**src/hdl/bmhq_pkg.sv**
```systemverilog
// Shared constants and types of the binary max-heap queue.
package bmhq_pkg;

    localparam int CAPACITY = 1024;
    localparam int ADDR_W   = $clog2(CAPACITY);
    localparam int CNT_W    = $clog2(CAPACITY + 1);
    localparam int DATA_W   = 32;
    localparam int STAT_W   = 2;

    localparam logic [CNT_W-1:0] CAP_CNT = CNT_W'(CAPACITY);

    localparam logic REQ_INSERT = 1'b0;
    localparam logic REQ_DELETE = 1'b1;

    localparam logic [STAT_W-1:0] ST_OK    = 2'd0;
    localparam logic [STAT_W-1:0] ST_FULL  = 2'd1;
    localparam logic [STAT_W-1:0] ST_EMPTY = 2'd2;

    typedef struct packed {
        logic                     we;
        logic [ADDR_W-1:0]        waddr;
        logic signed [DATA_W-1:0] wdata;
        logic                     re;
        logic [ADDR_W-1:0]        raddr_a;
        logic [ADDR_W-1:0]        raddr_b;
    } t_mem_req;

    typedef struct packed {
        logic [STAT_W-1:0]        status;
        logic signed [DATA_W-1:0] removed_value;
        logic signed [DATA_W-1:0] top_value;
        logic                     top_valid;
        logic [CNT_W-1:0]         element_total;
    } t_result;

endpackage

```
**src/hdl/bmhq_ctrl.sv**
```systemverilog
// Sift sequencer with the shared signed comparator of the heap queue.
module bmhq_ctrl (
    input  logic                               i_clk,
    input  logic                               i_rst_n,
    input  logic                               i_start,
    input  logic                               i_req_type,
    input  logic signed [bmhq_pkg::DATA_W-1:0] i_item_value,
    output logic                               o_busy,
    output logic                               o_done,
    input  logic                               i_take,
    output bmhq_pkg::t_result                  o_result,
    output bmhq_pkg::t_mem_req                 o_mem_req,
    input  logic signed [bmhq_pkg::DATA_W-1:0] i_rdata_a,
    input  logic signed [bmhq_pkg::DATA_W-1:0] i_rdata_b
);

    typedef enum logic [7:0] {
        S_IDLE    = 8'b0000_0001,
        S_UP_CHK  = 8'b0000_0010,
        S_UP_CMP  = 8'b0000_0100,
        S_DN_LOAD = 8'b0000_1000,
        S_DN_CHK  = 8'b0001_0000,
        S_DN_CH   = 8'b0010_0000,
        S_DN_CMP  = 8'b0100_0000,
        S_DONE    = 8'b1000_0000
    } t_state;

    t_state                              r_state,    n_state;
    logic [bmhq_pkg::CNT_W-1:0]          r_cnt,      n_cnt;
    logic [bmhq_pkg::CNT_W-1:0]          r_pos,      n_pos;
    logic [bmhq_pkg::CNT_W-1:0]          r_best_pos, n_best_pos;
    logic signed [bmhq_pkg::DATA_W-1:0]  r_val,      n_val;
    logic signed [bmhq_pkg::DATA_W-1:0]  r_best_val, n_best_val;
    logic signed [bmhq_pkg::DATA_W-1:0]  r_removed,  n_removed;
    logic [bmhq_pkg::STAT_W-1:0]         r_status,   n_status;
    logic signed [bmhq_pkg::DATA_W-1:0]  r_top;

    // shared comparator
    logic signed [bmhq_pkg::DATA_W-1:0] cmp_a, cmp_b;
    logic                               cmp_lt;

    logic [bmhq_pkg::CNT_W:0]   w_left, w_left_m1, w_cnt_x;
    logic [bmhq_pkg::CNT_W-1:0] w_pos_m1, w_parent, w_parent_m1, w_cnt_m1;
    logic                       w_right_ok;

    assign cmp_lt = cmp_a < cmp_b;

    assign w_left      = {r_pos, 1'b0};
    assign w_left_m1   = w_left - 1'b1;
    assign w_cnt_x     = {1'b0, r_cnt};
    assign w_pos_m1    = r_pos - 1'b1;
    assign w_parent    = {1'b0, r_pos[bmhq_pkg::CNT_W-1:1]};
    assign w_parent_m1 = w_parent - 1'b1;
    assign w_cnt_m1    = r_cnt - 1'b1;
    assign w_right_ok  = w_left < w_cnt_x;

    always_comb begin
        n_state    = r_state;
        n_cnt      = r_cnt;
        n_pos      = r_pos;
        n_best_pos = r_best_pos;
        n_val      = r_val;
        n_best_val = r_best_val;
        n_removed  = r_removed;
        n_status   = r_status;
        o_mem_req  = '0;
        cmp_a      = i_rdata_a;
        cmp_b      = r_val;
        case (r_state)
            S_IDLE: begin
                if (i_start) begin
                    n_removed = '0;
                    n_status  = bmhq_pkg::ST_OK;
                    if (i_req_type == bmhq_pkg::REQ_INSERT) begin
                        if (r_cnt == bmhq_pkg::CAP_CNT) begin
                            n_status = bmhq_pkg::ST_FULL;
                            n_state  = S_DONE;
                        end else begin
                            n_cnt   = r_cnt + 1'b1;
                            n_pos   = r_cnt + 1'b1;
                            n_val   = i_item_value;
                            n_state = S_UP_CHK;
                        end
                    end else if (r_cnt == '0) begin
                        n_status = bmhq_pkg::ST_EMPTY;
                        n_state  = S_DONE;
                    end else begin
                        // fetch the last entry; it refills the root
                        n_removed         = r_top;
                        o_mem_req.re      = 1'b1;
                        o_mem_req.raddr_a = w_cnt_m1[bmhq_pkg::ADDR_W-1:0];
                        n_cnt             = w_cnt_m1;
                        n_pos             = bmhq_pkg::CNT_W'(1);
                        n_state           = S_DN_LOAD;
                    end
                end
            end
            S_UP_CHK: begin
                if (r_pos == bmhq_pkg::CNT_W'(1)) begin
                    o_mem_req.we    = 1'b1;
                    o_mem_req.waddr = '0;
                    o_mem_req.wdata = r_val;
                    n_state         = S_DONE;
                end else begin
                    o_mem_req.re      = 1'b1;
                    o_mem_req.raddr_a = w_parent_m1[bmhq_pkg::ADDR_W-1:0];
                    n_state           = S_UP_CMP;
                end
            end
            S_UP_CMP: begin
                // parent strictly smaller: it moves down into the hole
                cmp_a           = i_rdata_a;
                cmp_b           = r_val;
                o_mem_req.we    = 1'b1;
                o_mem_req.waddr = w_pos_m1[bmhq_pkg::ADDR_W-1:0];
                if (cmp_lt) begin
                    o_mem_req.wdata = i_rdata_a;
                    n_pos           = w_parent;
                    n_state         = S_UP_CHK;
                end else begin
                    o_mem_req.wdata = r_val;
                    n_state         = S_DONE;
                end
            end
            S_DN_LOAD: begin
                n_val   = i_rdata_a;
                n_state = S_DN_CHK;
            end
            S_DN_CHK: begin
                if (w_left > w_cnt_x) begin
                    o_mem_req.we    = 1'b1;
                    o_mem_req.waddr = w_pos_m1[bmhq_pkg::ADDR_W-1:0];
                    o_mem_req.wdata = r_val;
                    n_state         = S_DONE;
                end else begin
                    o_mem_req.re      = 1'b1;
                    o_mem_req.raddr_a = w_left_m1[bmhq_pkg::ADDR_W-1:0];
                    o_mem_req.raddr_b = w_left[bmhq_pkg::ADDR_W-1:0];
                    n_state           = S_DN_CH;
                end
            end
            S_DN_CH: begin
                // left child wins ties
                cmp_a = i_rdata_a;
                cmp_b = i_rdata_b;
                if (w_right_ok && cmp_lt) begin
                    n_best_val = i_rdata_b;
                    n_best_pos = w_left[bmhq_pkg::CNT_W-1:0] + 1'b1;
                end else begin
                    n_best_val = i_rdata_a;
                    n_best_pos = w_left[bmhq_pkg::CNT_W-1:0];
                end
                n_state = S_DN_CMP;
            end
            S_DN_CMP: begin
                cmp_a           = r_val;
                cmp_b           = r_best_val;
                o_mem_req.we    = 1'b1;
                o_mem_req.waddr = w_pos_m1[bmhq_pkg::ADDR_W-1:0];
                if (cmp_lt) begin
                    o_mem_req.wdata = r_best_val;
                    n_pos           = r_best_pos;
                    n_state         = S_DN_CHK;
                end else begin
                    o_mem_req.wdata = r_val;
                    n_state         = S_DONE;
                end
            end
            S_DONE: begin
                if (i_take) begin
                    n_state = S_IDLE;
                end
            end
            default: begin
                n_state = S_IDLE;
            end
        endcase
    end

    always_ff @(posedge i_clk) begin
        if (!i_rst_n) begin
            r_state <= S_IDLE;
            r_cnt   <= '0;
        end else begin
            r_state <= n_state;
            r_cnt   <= n_cnt;
        end
    end

    always_ff @(posedge i_clk) begin
        r_pos      <= n_pos;
        r_best_pos <= n_best_pos;
        r_val      <= n_val;
        r_best_val <= n_best_val;
        r_removed  <= n_removed;
        r_status   <= n_status;
        // copy of the root entry
        if (o_mem_req.we && o_mem_req.waddr == '0) begin
            r_top <= o_mem_req.wdata;
        end
    end

    assign o_busy = (r_state != S_IDLE);
    assign o_done = (r_state == S_DONE);

    always_comb begin
        o_result.status        = r_status;
        o_result.removed_value = r_removed;
        o_result.top_value     = (r_cnt != '0) ? r_top : '0;
        o_result.top_valid     = (r_cnt != '0);
        o_result.element_total = r_cnt;
    end

    a_cnt_range: assert property (@(posedge i_clk) disable iff (!i_rst_n)
        r_cnt <= bmhq_pkg::CAP_CNT)
        else $error("element count above capacity");

    a_start_busy: assert property (@(posedge i_clk) disable iff (!i_rst_n)
        (r_state == S_IDLE && i_start) |=> (r_state != S_IDLE))
        else $error("request taken but sequencer stayed idle");

    a_up_pos: assert property (@(posedge i_clk) disable iff (!i_rst_n)
        (r_state == S_UP_CHK) |-> (r_pos != '0 && r_pos <= r_cnt))
        else $error("sift-up position outside the heap");

    a_full_flag: assert property (@(posedge i_clk) disable iff (!i_rst_n)
        (r_state == S_DONE && r_status == bmhq_pkg::ST_FULL) |-> (r_cnt == bmhq_pkg::CAP_CNT))
        else $error("full status with room left");

endmodule

```
**config.mk**
```make
export PLATFORM = sky130hd
export DESIGN_NAME = bmhq_ctrl
export DESIGN_NICKNAME = d
export VERILOG_FILES = /design/src/hdl/bmhq_pkg.sv /design/src/hdl/bmhq_ctrl.sv
export SDC_FILE = /design/constraint.sdc
export NUM_CORES = 1
export LEC_CHECK = 0
export BUFFER_PORTS_ARGS = -buffer_cell sky130_fd_sc_hd__buf_2
export CAP_MARGIN = 25
export CORE_ASPECT_RATIO = 1.75
export CORE_MARGIN = 4
export CORE_UTILIZATION = 55
export CTS_CLUSTER_DIAMETER = 120
export DETAILED_ROUTE_END_ITERATION = 6
export PLACE_DENSITY_LB_ADDON = 0.25
export SLEW_MARGIN = 20
export SYNTH_ARGS = -nofsm -noshare
export SYNTH_HDL_FRONTEND = slang
export SYNTH_SLANG_ARGS = --single-unit
```
**constraint.sdc**
```tcl
create_clock -name i_clk -period 7.2 [get_ports i_clk]
set_input_delay 0.72 -clock i_clk [delete_from_list [all_inputs] [get_ports i_clk]]
set_output_delay 0.72 -clock i_clk [all_outputs]
set_load 0.1 [all_outputs]
```
==> results.cfg, run 1 <==
[run_status]
status = completed

[synthesis]
syn_inst = 1023
yosys_register_bits = 171
synth_edf_count = 152
yosysUniqueCellTypes = 55
synth_top_family_by_area = simple AND/OR/NAND/NOR gates
synth_async_sr_flop_share_pct = 0
synth_top_area_share_pct = 43.0
yosys.area_share.simple_pct = 15.7
syn_area_mm2 = 0.0106
synth_mux_area_share_pct = 9.14
synth_area_leaders = edfxtp_1 (43%), ha_1 (5.5%), a22o_1 (4.2%), mux2_2 (3.7%), dfxtp_1 (3.6%)
yosys_warnings = 0
synth_adder_area_share_pct = 5.54
yosys.area.top_type = edfxtp_1
synthFlopType = edfxtp_1
syn_nets = 1171
yosysSeqAreaShare_pct = 46.5
synth_xor_area_share_pct = 2.89
synth_compound_area_share_pct = 15.7
syn_avg_cell_area_um2 = 10.4

[clocking]
htree_levels = 4
cts_tree = yes
max-clock-path-buffers = 2
root_buffer = clkbuf_16
holdBufCountCts = 0
numCtsBuffers = 17
postCtsSetupRepairBufs = 0
cts_resized = 0
worstSkewPairLatency_ps = 430
clkSinkCount = 171
clk_pin_slew_ps = 70

[floorplanning]
core_area_mm2 = 0.0191
dieHeight_um = 192
initial_core_util_pct = 55.6
io_pins = 245
dieWidth_um = 113
std_cell_rows = 67
die-area_mm2 = 0.0217

[critical_path]
cp_slowest_cell = buf_4
endpoint_kind = output port
crit_path_start_kind = flop
slowest_delay_ps = 620
critPathBufInv = 3
crit_type = reg -> out
critPathArrivalTime_ps = 5610
worstPathCellList = nor4_4, nand2_1, nor2_1, and2_1, buf_4, a22o_1, a21oi_1, ha_1, a21oi_1, o21ai_1, or3_1, a211oi_1, o211ai_1, nand2_2, buf_4, mux2i_1, o221ai_1, buf_12
crit_path_max_fanout = 54
worstPathRequired_ps = 6480
critPathTopFamily = simple AND/OR/NAND/NOR gates

[final_layout]
drive_above_1_share_pct = 27.0
final_common_cell = buf_2
final_nets = 1379
area_growth_pct = 23.5
fin_cells = 1485
diodes = 0
layout_common_cells = buf_2 (211), edfxtp_1 (152), nand2_1 (82), o21ai_0 (54)

[timing]
slew_viol_final = 0
worst_pin_slew_ps = 999
post-route-period-util_pct = 87.9
rsz0062_at_grt = no
hold_violations = 0
min_period_ps = 6330
finalClockSkew_ps = 9.70
setup_viol = 0
timing.slew.headroom_pct = 33.4
fin_tns_setup_ps = 0
fmax_mhz = 158

[grt]
grt_use_total_pct = 30.3
antenna_found_initial = 0
grt_pass1_vias = 9541
grt_max_degree = 66
grt_first_pass_wirelength_um = 50700
grt_overflow = 0

[routing]
drtIter0Drc = 899
drt_pass1_iterations = 6
viasPerCell = 6.35
ant_nets = 0
vias = 9427
wl_um = 33300
drt_drc_violations_left = 0
wl_per_cell_um = 22.4

[placement]
dp_hpwl_um = 23800
routabilityCongestion = 0.950
dp.cells = 1452
port_buffers = 243

[power_and_ir_drop]
switching_share_pct = 54.6
power.switching_mw = 2.86
peakVddDrop_mv = 0.640
combinationalPowerShare_pct = 55.5
p_clk_share_pct = 17.7
internal_power_mw = 2.38
powerDensity_mw_per_mm2 = 400
pwr-share-seq_pct = 26.8
leakagePower_nw = 5.52

[run]
drv_cap = 0

[min_path]
hp-class = reg -> reg
[registers in the layout, summed over array words and instances, names as in the netlist]
signal and count:
r_top 32, r_pos 11, r_best_pos 11, r_cnt 11, r_status 2, r_state 8, r_val 32, r_best_val 32
r_removed 32
[kinds of logic after synthesis]
kind of cell / count (synthesis)
other: 1
and+or+nand+nor: 321
xor gates and xnor gates: 35
AOI/OAI and AO/OA: 242
buffers and inverters: 117
DFF: 171
adders and majority gates: 47
muxes: 89
[stage by stage]
stage                     area, um2  hold WS [ps]  worst slack (ps)  total power, mW  util, %
after global routing          13100           561               512             5.44     68.6
after global placement        12500           499              1400             4.29     65.5
after CTS                     13100           538               824             5.25     68.6
after floorplan               10600           452               342             3.77        -
final                         13100           545               875             5.24     68.6
after detailed placement      12500           530              1340             4.32     65.5
[power by group through the flow]
stage / Combinational, mW / Sequential [mW] / Clock, mW
6_report: 2.91 / 1.41 / 0.927
5_1_grt: 3.04 / 1.42 / 0.980
4_1_cts: 2.91 / 1.40 / 0.937
3_5_place_dp: 2.90 / 1.42 / 0
3_3_place_gp: 2.87 / 1.42 / 0
2_1_floorplan: 1.90 / 1.87 / 0
[final cells by class]
type / count / area, um2
inverters: 43 / 161
clock inverters: 5 / 55.1
flip-flops and latches: 171 / 4940
well taps: 241 / 302
fillers: 1478 / 6000
multi-input cells: 735 / 5270
clock buffers: 27 / 537
repair buffers: 263 / 1850
[worst min-delay path, delay by kind of cell, from the launching register on]
kind               cells  cell delay, ps
and+or+nand+nor        1              40
AOI/OAI and AO/OA      1              70
DFF                    1             320
[routing by layer]
layer  global-route usage (%)  share of wire, %
met1                     34.1                35
met2                     53.8                52
met3                     4.82               7.9
met4                     17.2               5.2
met5                        0                 0
[final timing paths]
kind                       start  slack [ps]            end  depth (start not counted)
setup reg to reg      r_state[7]        2000       r_top[4]                         17
hold / removal    r_best_pos[10]         540      r_pos[10]                          2
setup / recovery      r_state[7]         870  o_mem_req[25]                         18
hold reg to reg   r_best_pos[10]         540      r_pos[10]                          2
[synthesized netlist by cell type, types with 3 or more instances]
library cell / instances
nor2b_1: 6
xnor2_1: 27
a21o_1: 7
a31oi_1: 5
nor2_1: 49
a22oi_1: 7
a221o_1: 3
nor4_1: 8
mux2_1: 29
a211oi_1: 6
inv_1: 43
nand3_1: 36
a21boi_0: 7
clkbuf_1: 55
buf_2: 12
edfxtp_1: 152
o21ai_1: 3
o221ai_1: 32
mux2i_1: 25
buf_4: 5
mux2_2: 35
nor3b_1: 8
a21oi_1: 52
and3_1: 42
and4b_1: 3
dfxtp_1: 19
ha_1: 47
a22o_1: 51
and2_1: 42
nand4_1: 11
or3_1: 8
nand2b_1: 5
nor3_1: 12
nand2_1: 83
nand4b_1: 4
o21ai_0: 54
xor2_1: 8
(Power assumes the default switching activity.)
==> run 2: changes to the inputs <==
CAP_MARGIN = unset   (was 25)
CORE_UTILIZATION = 45   (was 55)
RECOVER_POWER = 25   (was unset)
==> results.cfg, run 2 (synthesized netlist as in run 1, its figures left out) <==
[floorplanning]
std_cell_rows = 74
die-area_mm2 = 0.0262
initial_core_util_pct = 45.5
core_area_mm2 = 0.0233
dieHeight_um = 211
dieWidth_um = 124
io_pins = 245

[timing]
fmax_mhz = 149
rsz0062_at_grt = no
worst_pin_slew_ps = 2410
setup_viol = 0
hold_ws_ps = 538
slew_viol_final = 103
timing.slew.headroom_pct = -60.8
finalClockSkew_ps = 9.10
layout_setup_ws_ps = 482
post-route-period-util_pct = 93.3
min_period_ps = 6720
hold_violations = 0
fin_tns_setup_ps = 0

[clocking]
cts_tree = yes
htree_levels = 4
clk_pin_slew_ps = 70
worstSkewPairLatency_ps = 430
postCtsSetupRepairBufs = 0
root_buffer = clkbuf_16
max-clock-path-buffers = 2
clkSinkCount = 171
numCtsBuffers = 17

[placement]
port_buffers = 243
routabilityCongestion = 0.937
dp_slack_ps = 832
dp_hpwl_um = 25900

[grt]
grt_use_met1_pct = 29.2
grt_use_total_pct = 26.1
grt_overflow = 0
gr-usage-met2_pct = 46.7
busiest_layer = met2
grt_first_pass_wirelength_um = 51800
met3_usage_pct = 4.07
grt_max_degree = 67
antenna_found_initial = 3
grt_pass1_vias = 9240

[critical_path]
crit_path_start_kind = flop
worstPathRequired_ps = 6480
slowest_delay_ps = 890
endpoint_kind = output port
crit_top_cell = a21oi_1
critPathArrivalTime_ps = 6000
crit_type = reg -> out
cp_slowest_cell = o21a_1
worstPathCellList = nor4_4, nand2_1, nor3b_4, nor2_2, buf_4, a21oi_1, ha_1, a21oi_1, o21ai_1, or3_1, a211oi_1, o211ai_1, nand2_2, o21a_1, o221ai_1, buf_2
crit_path_max_fanout = 28

[routing]
ant_nets = 0
wl_um = 34700
drtIter0Drc = 760
wl_per_cell_um = 22.3
drt_drc_violations_left = 0
viasPerCell = 5.99
drt_pass1_iterations = 5
vias = 9313

[final_layout]
drive_above_1_share_pct = 23.6
postLayoutCoreUtil_pct = 56.4
layout_common_cells = buf_2 (167), edfxtp_1 (152), nand2_1 (82), o21ai_0 (54)
multiInputGateArea_mm2 = 0.00527
num-fill-cells = 2133
area_growth_pct = 23.8
final_nets = 1383
final_common_cell = buf_2
seqCellArea_mm2 = 0.00494

[power_and_ir_drop]
p_clk_share_pct = 17.7
powerDensity_mw_per_mm2 = 400
combinationalPowerShare_pct = 55.5
peakVddDrop_mv = 0.340
leakagePower_nw = 5.37
internal_power_mw = 2.33
switching_share_pct = 55.7
pwr-share-seq_pct = 26.8
power.switching_mw = 2.93
total_power_mw = 5.26

[run]
drv_cap = 2

[run_status]
violations = capacitance limit, slew limit
status = finished, violations left

[min_path]
hp-class = reg -> reg
## run 2: final cells by class
type | instances | share of cell area (%)
Antenna cell | 3 | 0.0571
Clock buffer | 17 | 3.23
Clock inverter | 15 | 1.26
Inverter | 43 | 1.23
Multi-Input combinational cell | 735 | 40.1
Sequential cell | 171 | 37.6
Tap cell | 304 | 2.89
Timing Repair Buffer | 267 | 13.6
## run 2: worst max-delay path, delay by kind of cell (launching register included)
kind / cells / cell delay (ps)
compound gates: 7 / 2140
flops: 1 / 360
fa+ha+maj: 1 / 290
simple gates: 6 / 2070
buf+inv: 2 / 650
## run 2: worst paths after layout
kind                                     start  slack, ps             to  depth (start not counted)
worst max-delay path                r_state[7]        480  o_mem_req[40]                         16
worst max register to register      r_state[7]       1600       r_top[0]                         15
worst min register to register  r_best_pos[10]        540      r_pos[10]                          2
worst min-delay path            r_best_pos[10]        540      r_pos[10]                          2
## run 2: repair_timing
action	in CTS	in global routing
endpoints found under the hold margin	0	0
hold buffers	0	0
resized for setup	0	1
setup endpoints to repair	0	1
## run 2: through the flow
stage	area [um2]	instances
global placement	12600	1520
CTS	13200	1552
floorplan	10600	1023
finish	13200	1555
detailed placement	12600	1520
global route	13200	1555
## run 2: power by group through the flow
stage / logic, mW / registers [mW] / clock network, mW
3_5_place_dp: 2.94 / 1.42 / 0
4_1_cts: 2.94 / 1.40 / 0.946
6_report: 2.92 / 1.41 / 0.933
3_3_place_gp: 2.92 / 1.42 / 0
2_1_floorplan: 1.90 / 1.87 / 0
5_1_grt: 3.05 / 1.42 / 0.984
## run 2: routing by layer
metal | up-vias | wire [um] | part of all wire, %
li1 | 4272 | - | -
met1 | 4497 | 12400 | 36
met2 | 442 | 18500 | 53
met3 | 102 | 2070 | 6.0
met4 | 0 | 1730 | 5.0
met5 | - | 0 | 0
==> run 3: changes to the inputs <==
--- a/config.mk
+++ b/config.mk
@@ -6,4 +6,5 @@
 export NUM_CORES = 1
 export LEC_CHECK = 0
+export ABC_CLOCK_PERIOD_IN_PS = 7200
 export BUFFER_PORTS_ARGS = -buffer_cell sky130_fd_sc_hd__buf_2
 export CORE_ASPECT_RATIO = 1.75
@@ -12,5 +13,5 @@
 export CTS_CLUSTER_DIAMETER = 120
 export DETAILED_ROUTE_END_ITERATION = 6
-export PLACE_DENSITY_LB_ADDON = 0.25
+export PLACE_DENSITY_LB_ADDON = 0.1
 export RECOVER_POWER = 25
 export SLEW_MARGIN = 20
==> constraint.sdc (replaced) <==
create_clock -name i_clk -period 7.2 [get_ports i_clk]
set_input_delay 1.44 -clock i_clk [delete_from_list [all_inputs] [get_ports i_clk]]
set_output_delay 1.44 -clock i_clk [all_outputs]
set_load 0.1 [all_outputs]
==> results.cfg, run 3 (synthesized netlist as in run 1, its figures left out) <==
[run_status]
status = finished, violations left
violations = capacitance limit, slew limit

[routing]
drt_pass1_iterations = 5
drt_drc_violations_left = 0
ant_nets = 0
wl_um = 35100
viasPerCell = 5.90
vias = 9156
drtIter0Drc = 669
wl_per_cell_um = 22.6

[grt]
grt_use_total_pct = 26.9
grt_pass1_vias = 9052
grt_overflow = 0
grt_max_degree = 66
antenna_found_initial = 2
grt_first_pass_wirelength_um = 52600

[floorplanning]
dieWidth_um = 124
io_pins = 245
dieHeight_um = 211
core_area_mm2 = 0.0233
die-area_mm2 = 0.0262
std_cell_rows = 74
initial_core_util_pct = 45.5

[final_layout]
multiInputGateArea_mm2 = 0.00537
final_common_cell = buf_2
drive_above_1_share_pct = 27.3
layout_common_cells = buf_2 (197), edfxtp_1 (152), nand2_1 (82), o21ai_0 (54)
num-fill-cells = 2136
final_area_mm2 = 0.0133
area_growth_pct = 24.8
seqCellArea_mm2 = 0.00494
postLayoutCoreUtil_pct = 56.8
final_nets = 1382

[timing]
slew_viol_final = 90
hold_ws_ps = 551
worst_pin_slew_ps = 2870
fin_tns_setup_ps = 0
fmax_mhz = 148
timing.slew.headroom_pct = -91.6
setup_viol = 0
rsz0062_at_grt = no
finalClockSkew_ps = 8.18
hold_violations = 0
layout_setup_ws_ps = 425
min_period_ps = 6770
post-route-period-util_pct = 94.1

[clocking]
numCtsBuffers = 17
worstSkewPairLatency_ps = 450
cts_tree = yes
clk_pin_slew_ps = 70
root_buffer = clkbuf_16
holdBufCountCts = 0
htree_levels = 4
max-clock-path-buffers = 2
clkSinkCount = 171

[min_path]
min_from = r_best_pos[10]
hold_depth = 2
hp-class = reg -> reg
hold-path-endpoint = r_pos[10]

[critical_path]
ff2ff_setup_slack_ps = 2230
crit_path_max_fanout = 58
crit_type = reg -> out
critPathArrivalTime_ps = 5330
r2r_cells = 16
r2r_start = r_state[7]
worstReg2RegEnd = r_best_val[28]
worstPathRequired_ps = 5760
crit_path_start_kind = flop
endpoint_kind = output port

[power_and_ir_drop]
powerDensity_mw_per_mm2 = 393
leakagePower_nw = 5.46
peakVddDrop_mv = 0.436

[placement]
postPlaceCellArea_mm2 = 0.0127
dp_slack_ps = 720
dp_hpwl_um = 26100
port_buffers = 243
routabilityCongestion = 0.916

[run]
drv_cap = 2
## run 3: cell types whose count changed in the layout (fill, tap and decap cells not counted), sizes merged
cell / previous run / this run
bufinv: 2 / 1
inv: 48 / 44
clkinvlp: 2 / 6
diode: 3 / 1
clkbuf: 65 / 35
buf: 219 / 249
## run 3: worst max-delay path: stages (launching register included)
cell and delay [ps]:
dfxtp_1 360, nor4_4 420, nand2_1 220, nor2_1 160
and2_1 370, nor2_2 70, buf_4 260, a21oi_1 200
ha_1 270, a21oi_1 160, o21ai_1 120, or3_1 370
a211oi_1 190, o211ai_1 210, nand2_2 130, buf_6 470
mux2i_1 180, o221ai_2 250, buf_2 470
## run 3: where the power goes
part	total (mW)	leakage, nW	switching (mW)	internal (mW)
sequential	1.40	1.59	0.147	1.26
combinational	2.93	3.61	2.36	0.570
clock	0.882	0.252	0.408	0.474
total	5.21	5.46	2.91	2.30
## run 3: repair_timing
action / CTS / global route
buffers inserted: 0 / 0
endpoints found under the setup margin: 0 / 26
resized for setup: 0 / 2
## run 3: worst max path at each step
stage | start | endpoint | slack (ps) | cells after the start
6_report | r_state[7] | o_mem_req[40] | 430 | 18
5_1_grt | r_state[7] | o_mem_req[22] | 40 | 19
4_1_cts | r_state[7] | o_mem_req[40] | 220 | 18
3_5_place_dp | r_state[7] | o_mem_req[40] | 720 | 18
3_3_place_gp | r_state[7] | o_mem_req[40] | 810 | 18
2_1_floorplan | r_state[7] | o_mem_req[25] | -340 | 16
## run 3: layout make-up
type	count	share of cell area (%)
diodes	1	0.0189
clock buffers	18	3.24
clock inverters	14	0.934
inverters	43	1.22
multi-input cells	735	40.5
flip-flops and latches	171	37.3
well taps	304	2.87
repair buffers	266	13.9
## run 3: per-layer routing
| metal | global-route usage, % | routed length, um | vias to the layer above |
|---|---|---|---|
| met2 | 48.4 | 18900 | 347 |
| met5 | 0 | 13 | - |
| met4 | 12.6 | 1480 | 2 |
| met1 | 30.3 | 12900 | 4467 |
| met3 | 4.85 | 1900 | 70 |
| li1 | - | - | 4270 |
## run 3: stage by stage
| step | std cells | total power [mW] |
|---|---|---|
| after detailed placement | 1519 | 4.35 |
| final | 1552 | 5.21 |
| after CTS | 1551 | 5.24 |
| after global placement | 1519 | 4.34 |
| after global routing | 1552 | 5.43 |
| after floorplan | 1023 | 3.77 |
